--- src/hw/rtl/tdp_pkg.sv ---
// Shared types and constants for the trial-division prime test.
// Used by tdp_ctrl, tdp_dpath and trial_division_prime_test.
`default_nettype none

package tdp_pkg;

  // Operand width (two's complement input)
  localparam int DATA_WIDTH = 32;
  // Magnitude bits of a non-negative operand
  localparam int MAG_W      = DATA_WIDTH - 1;
  // Divisor width: trial divisors never exceed floor(sqrt(value)) + 1
  localparam int DIV_W      = DATA_WIDTH / 2 + 1;
  // Running square of the divisor
  localparam int SQ_W       = 2 * DIV_W;
  // Bit index into the magnitude during the remainder pass
  localparam int IDX_W      = $clog2(MAG_W);

  // Smallest prime, and the first trial divisor
  localparam int FIRST_DIV  = 2;

  typedef enum logic [2:0] {
    ST_IDLE,
    ST_START,
    ST_BOUND,
    ST_DIV,
    ST_TEST,
    ST_RESULT
  } state_t;

  // Controller -> datapath
  typedef struct packed {
    logic load;        // capture the operand
    logic init;        // divisor = 2, square = 4
    logic div_start;   // clear remainder, point at the top magnitude bit
    logic div_step;    // one restoring-remainder step
    logic advance;     // next divisor, update square
    logic verdict_we;  // write verdict
    logic verdict_val;
    logic out_load;    // move verdict into the output register
  } cmd_t;

  // Datapath -> controller
  typedef struct packed {
    logic trivial;     // negative, zero or one
    logic bound_over;  // divisor squared exceeds the operand
    logic div_last;    // remainder step on bit 0
    logic rem_zero;    // divisor divides the operand
    logic out_free;    // output register can take a result
  } status_t;

endpackage

`default_nettype wire

--- src/hw/rtl/tdp_dpath.sv ---
// Datapath of the prime test: operand, divisor, running square, bit-serial
// remainder unit and output register. Depends on tdp_pkg.
`default_nettype none

module tdp_dpath (
  input  wire logic                            clk,
  input  wire logic                            rst,
  input  wire logic [tdp_pkg::DATA_WIDTH-1:0]  value,
  input  wire tdp_pkg::cmd_t                   cmd,
  output tdp_pkg::status_t                     status,
  input  wire logic                            out_ready,
  output logic                                 out_valid,
  output logic                                 is_prime
);
  import tdp_pkg::*;

  logic [DATA_WIDTH-1:0] v;
  logic [DIV_W-1:0]      d;
  logic [SQ_W-1:0]       sq;
  logic [DIV_W-1:0]      rem;
  logic [IDX_W-1:0]      idx;
  logic                  verdict;

  logic [DIV_W:0]        shifted;
  logic [DIV_W:0]        diff;
  logic [DIV_W-1:0]      rem_next;
  logic [SQ_W-1:0]       v_ext;

  // Restoring remainder step: bring in one operand bit, subtract if it fits
  always_comb begin
    shifted  = {rem, v[idx]};
    diff     = shifted - {1'b0, d};
    rem_next = (shifted >= {1'b0, d}) ? diff[DIV_W-1:0] : shifted[DIV_W-1:0];
  end

  assign v_ext = {{(SQ_W - MAG_W){1'b0}}, v[MAG_W-1:0]};

  // Status toward the controller
  always_comb begin
    status.trivial    = v[DATA_WIDTH-1] || (v < DATA_WIDTH'(FIRST_DIV));
    status.bound_over = sq > v_ext;
    status.div_last   = (idx == '0);
    status.rem_zero   = (rem == '0);
    status.out_free   = !out_valid || out_ready;
  end

  // Operand, divisor and square
  always_ff @(posedge clk) begin
    if (cmd.load) begin
      v <= value;
    end
    if (cmd.init) begin
      d  <= DIV_W'(FIRST_DIV);
      sq <= SQ_W'(FIRST_DIV * FIRST_DIV);
    end else if (cmd.advance) begin
      // (d+1)^2 = d^2 + 2d + 1
      d  <= d + 1'b1;
      sq <= sq + {{(SQ_W - DIV_W - 1){1'b0}}, d, 1'b1};
    end
  end

  // Remainder unit
  always_ff @(posedge clk) begin
    if (cmd.div_start) begin
      rem <= '0;
      idx <= IDX_W'(MAG_W - 1);
    end else if (cmd.div_step) begin
      rem <= rem_next;
      idx <= idx - 1'b1;
    end
  end

  // Verdict holding register
  always_ff @(posedge clk) begin
    if (cmd.verdict_we) begin
      verdict <= cmd.verdict_val;
    end
  end

  // Output register
  always_ff @(posedge clk) begin
    if (rst) begin
      out_valid <= 1'b0;
    end else if (cmd.out_load) begin
      out_valid <= 1'b1;
    end else if (out_ready) begin
      out_valid <= 1'b0;
    end
  end

  always_ff @(posedge clk) begin
    if (cmd.out_load) begin
      is_prime <= verdict;
    end
  end

endmodule

`default_nettype wire

--- config.mk ---
export PLATFORM = sky130hd
export DESIGN_NAME = tdp_dpath
export DESIGN_NICKNAME = d
export VERILOG_FILES = /design/src/hw/rtl/tdp_pkg.sv /design/src/hw/rtl/tdp_dpath.sv
export SDC_FILE = /design/constraint.sdc
export NUM_CORES = 1
export LEC_CHECK = 0
export BUFFER_PORTS_ARGS = -buffer_cell sky130_fd_sc_hd__clkbuf_2
export CORE_MARGIN = 5
export CORE_UTILIZATION = 45
export DETAILED_ROUTE_END_ITERATION = 8
export PLACE_DENSITY = 0.68
export SLEW_MARGIN = 5
export SYNTH_ARGS = -nofsm -noshare
export SYNTH_HDL_FRONTEND = slang
export SYNTH_SLANG_ARGS = --single-unit
--- constraint.sdc ---
create_clock -name clk -period 3.41 [get_ports clk]
set_input_delay 0.1705 -clock clk [delete_from_list [all_inputs] [get_ports clk]]
set_output_delay 0.1705 -clock clk [all_outputs]
set_load 0.005 [all_outputs]
Word level (Yosys, flattened, before mapping)
Cells that the tools add are included.
{"block": "totals", "wordCells": 27, "ff_bits": 108, "input_bits": 43}
{"block": "op_classes", "n_reduce_logical": 6, "n_addsub": 4, "muxes": 5, "order_cmp": 4}
{"cell": "$add A34 B18 Y34", "n": 1}
{"cell": "$gt A34 B31 Y1", "n": 1}
{"cell": "$lt A32 B2 Y1 const B", "n": 1}
{"cell": "$ge A18 B17 Y1", "n": 1}
{"cell": "$add A17 B1 Y17 const B", "n": 1}
{"cell": "$logic_not A17 Y1", "n": 1}
{"cell": "$mux W17", "n": 1}
{"cell": "$sub A17 B17 Y17", "n": 1}
{"cell": "$lt A5 B6 Y1 const B", "n": 1}
{"cell": "$bmux W1 S5", "n": 1}
{"cell": "$logic_not A5 Y1", "n": 1}
{"cell": "$sub A5 B1 Y5 const B", "n": 1}
{"cell": "$mux W1", "n": 3}
{"cell": "$logic_or A1 B1 Y1", "n": 2}
{"cell": "$reduce_bool A2 Y1", "n": 1}
{"cell": "$logic_not A1 Y1", "n": 1}

Logic depth before layout (Yosys ltp)
{"block": "depth", "word_depth": 4, "depth_mapped": 15}

Worst setup path after synthesis
OpenSTA, ideal clock, no wires.
{"block": "synth_timing", "kind": "register to register", "from": "register idx[1]", "to": "register rem[12]", "setup_time_ps": 91, "required_time_ps": 3319, "setup_slack_ps": -118, "arrival_time_ps": 3437, "stages_incl_launch_ff": 15, "period_less_slack_ps": 3528, "path_cell_list": "dfxtp_1 > buf_2 > mux4_2 > or2_0 > o2111ai_1 > and3_1 > ha_1 > inv_1 > fa_1 > a21o_1 > a221o_1 > a221oi_1 > xnor2_1 > nand2_1 > a311oi_1"}
{"block": "synth_via", "elab_chain_len": 4}
{"item": "start, declared", "line_no": "tdp_dpath.sv:21", "source": "logic [IDX_W-1:0] idx;"}
{"item": "start signal, assigned", "line_no": "tdp_dpath.sv:66", "source": "idx <= IDX_W'(MAG_W - 1);"}
{"item": "start signal, assigned", "line_no": "tdp_dpath.sv:69", "source": "idx <= idx - 1'b1;"}
{"item": "$bmux W1 S5 *", "line_no": "tdp_dpath.sv:31", "source": "shifted = {rem, v[idx]};"}
{"item": "$mux W1 (not written as such) *", "line_no": "tdp_dpath.sv:31"}
{"item": "$sub A17 B17 Y17 or $ge A18 B17 Y1 (tied branches)", "line_no": "tdp_dpath.sv:32, tdp_dpath.sv:33"}
{"item": "$mux W17 *", "line_no": "tdp_dpath.sv:33", "source": "rem_next = (shifted >= {1'b0, d}) ? diff[DIV_W-1:0] : shifted[DIV_W-1:0];"}
{"item": "end signal, assigned", "line_no": "tdp_dpath.sv:68", "source": "rem <= rem_next;"}
{"item": "end, declared", "line_no": "tdp_dpath.sv:20", "source": "logic [DIV_W-1:0] rem;"}
Every way passes the cells marked *; elsewhere a longest branch is shown, timed or not. The select of a mux whose other input is x is not followed.
A chain may end at the register's enable or synchronous reset.

Final worst setup path
{"block": "layout_timing", "from": "register v[2]", "to": "register rem[9]"}
{"block": "layout_via", "elab_chain_len": 4}
{"item": "start, declared", "line_no": "tdp_dpath.sv:17", "source": "logic [DATA_WIDTH-1:0] v;"}
{"item": "start signal, assigned", "line_no": "tdp_dpath.sv:50", "source": "v <= value;"}
{"item": "$bmux W1 S5 *", "line_no": "tdp_dpath.sv:31"}
{"item": "$mux W1 (not written as such) *", "line_no": "tdp_dpath.sv:31"}
{"item": "$sub A17 B17 Y17 or $ge A18 B17 Y1 (tied branches)", "line_no": "tdp_dpath.sv:32, tdp_dpath.sv:33"}
{"item": "$mux W17 *", "line_no": "tdp_dpath.sv:33"}
Marks and branches as above.

==> summary.txt <==
Outcome
  • Run status: finished with violations
  • Failing checks: negative setup slack

Clock network
  • Worst-Skew Late Latency: 0.35 ns
  • Maximum clock path buffer count: 2
  • Clk sinks: 108
  • Clk root buf: clkbuf_16
  • Clock slew at reported path FFs: 0.07 ns
  • H-tree level count: 3
  • Inserted Clock Buffers: 9
  • CTS tree: done

Yosys
  • Number of synthesized flops with an enable pin: 34
  • YS warnings: 0
  • Synth Register Bits: 108
  • Number of distinct library cells after synthesis: 77
  • Synth async-reset ratio: 0%
  • Post-Synthesis Cells: 840
  • Main flop type after synthesis: dfxtp_1
  • Netlist Area Pre-Place: 7400 sq um
  • Mean Syn Cell Area: 8.81 sq um
  • Syn_nets: 953
  • Seq/Total Area, Yosys: 33.8%

Power and ir drop
  • Design Power: 4.70 mW
  • Share of power burned in registers: 33.8%
  • NetSw: 1.74 mW
  • Sw frac: 36.9%
  • Clock share of power: 22.3%
  • Logic gate share of total power: 43.9%
  • Lkg Pwr: 3.88 nW
  • Pwr Density: 531 nW/um^2
  • Worst vdd ir: 0.538 mV
  • Int Pwr: 2.96 mW

Floorplan
  • Die Ht: 138 microns
  • Die area: 19,100 sq um
  • Starting density of the core: 46.2%
  • Total core area: 16,000 sq um
  • Row cnt: 46
  • Die width: 138 microns
  • Ports: 50

Global route
  • Gr usage total: 19.9%
  • First-pass GRT wire length: 31,600 microns
  • Largest net degree at the start of global routing: 39
  • Initial antenna violation count: 0
  • Total gr overflow: 0
  • Vias in the first global route: 6,229

Hold path
  • Hold Path Class: in2reg

Timing
  • Fmax: 0.290 GHz
  • Max-slew violations: 0
  • Unrepaired setup endpoints after global routing: true
  • Crit share post-route: 101%
  • Setup ws final: -0.0401 ns
  • Final-report setup violation count: 3
  • Final hold violations: 0
  • Max-slew headroom: 49.5%
  • Clk_skew: 0.00784 ns
  • Minimum clock period: 3.45 ns
  • Hold WS: 0.0113 ns
  • Setup TNS: -0.0734 ns
  • Worst-margin pin slew: 0.758 ns

Layout
  • # fillers: 1,469
  • Layout cells sized above 1: 16.5%
  • Area grow syn2layout: 19.6%
  • Antenna fix cells: 0
  • Layout Nets: 1,066

Critical path
  • Reg2Reg Setup Slack: -0.04 ns
  • Crit-path max FO: 6
  • Crit end category: flip-flop
  • Critical Path RT: 3.71 ns
  • Worst setup SP type: flip-flop
  • Crit path DAT: 3.75 ns
  • WS Path Type: reg2reg

Run
  • MaxCap Viol Count: 0

Detailed routing
  • Post-route ant nets: 0
  • Vias per inst: 5.63
  • DRT iter0 DRCs: 520
  • # DRC: 0
  • WL final: 19,300 microns
  • Wire per inst: 16.5 microns
  • Via count: 6,608
  • TritonRoute pass-1 iters: 5

Placed design
  • Detail Placement HPWL: 14,300 microns
  • Buffers on Ports: 49
  • Routability Congestion: 0.932
==> power by group through the flow <==
stage	Combinational (mW)	Sequential [mW]	Clock (mW)
after detailed placement	1.91	1.61	0
after CTS	1.97	1.58	1.06
final	2.06	1.59	1.05
after floorplan	1.43	1.56	0
after global routing	2.25	1.60	1.10
after global placement	1.90	1.61	0
==> what timing repair did <==
item                                    in CTS  in global routing
endpoints found under the hold margin       34                  0
endpoints found under the setup margin      17                 17
hold buffers                                34                  0
resized for setup                            8                  6
setup buffers                                1                  2
pin swaps                                    6                  9
==> cells by family (layout without fill, tap and decap cells) <==
group	after synthesis	count (layout)	synth area share [%]
simple gates	305	305	20.8
compound gates	196	196	18.7
fa+ha+maj	70	70	12.0
flops	108	108	33.8
xor+xnor	36	36	4.26
mux	28	28	5.24
buf+inv	97	215	5.18
==> cell usage after synthesis (13+ instances only) <==
cell       n  area (sq um)
nor2_1    77           289
a21oi_1   46           230
inv_1     65           244
dfxtp_1   74          1480
and3_1    19           119
nand2_1   76           285
o21ai_0   30           150
nor2b_1   13          81.3
nand3_1   22           110
ha_1      68           851
a21o_1    23           173
nor4_1    16           100
nand4_1   23           144
xnor2_1   27           236
edfxtp_1  34          1020
clkbuf_1  19          71.3
nor3_1    16          80.1
==> cell usage in the layout (no fill, tap or decap), types with 6 or more instances in the layout <==
cell and instances:
nor2_1 77, nand2_1 76, dfxtp_1 73, ha_1 67
inv_1 64, clkbuf_2 50, buf_4 50, a21oi_1 46
dlygate4sd3_1 34, edfxtp_1 34, o21ai_0 30, xnor2_1 27
nand4_1 23, a21o_1 23, nand3_1 22, and3_1 17
nor4_1 16, nor3_1 14, nor2b_1 13, mux2i_1 11
a311oi_1 9, o211ai_1 9, a211oi_1 9, xor2_1 9
clkbuf_16 9, mux2_2 8, mux4_2 7, nand2b_1 7
o21a_1 7, and4_1 7, or3_1 6, a31oi_1 6
nor3b_1 6
==> flip-flops by register name, summed over array words and instances (netlist names) <==
signal / cells
d: 17
out_valid: 1
sq: 34
verdict: 1
rem: 17
is_prime: 1
v: 32
idx: 5
==> metrics by stage <==
stage	cells	area, sq um	utilization (%)	setup slack, ns
finish	1174	8850	55.3	-0.0401
global route	1174	8850	55.3	-0.157
CTS	1172	8800	55.0	-0.0125
detailed placement	1121	8140	50.9	-0.319
global placement	1121	8140	50.9	-0.245
floorplan	840	7410	-	0.00219
==> worst paths after layout <==
kind                start        to  cells after the start
setup reg to reg     v[2]    rem[9]                     14
hold reg to reg   verdict  is_prime                      0
hold / removal     cmd[2]   verdict                      1
setup / recovery     v[2]    rem[9]                     14
==> critical path: stages, from the launching register on <==
cell      delay [ns]
edfxtp_1        0.43
mux4_2          0.47
mux2i_1         0.17
o32a_1          0.17
and3_4          0.20
ha_4            0.13
inv_2           0.03
fa_2            0.33
a21o_1          0.21
a221oi_2        0.28
o211ai_1        0.13
a21o_2          0.29
buf_4           0.18
o31ai_2         0.23
a31o_2          0.13
==> per-layer routing <==
metal | GRT usage [%] | vias to the layer above | wire length, microns
li1 | - | 3332 | -
met1 | 28.6 | 3077 | 9430
met2 | 31.0 | 171 | 8590
met3 | 2.48 | 28 | 891
met4 | 6.76 | 0 | 434
met5 | 0 | - | 0
==> layout make-up <==
cell class / count / area, sq um / area share [%]
clock buffer: 11 / 234 / 2.64
clock inverter: 5 / 51.3 / 0.580
inverter: 66 / 248 / 2.80
multi-input combinational: 635 / 4580 / 51.7
sequential: 108 / 2510 / 28.3
tap: 216 / 270 / 3.05
timing repair buffer: 133 / 961 / 10.9
(Power assumes the default switching activity.)
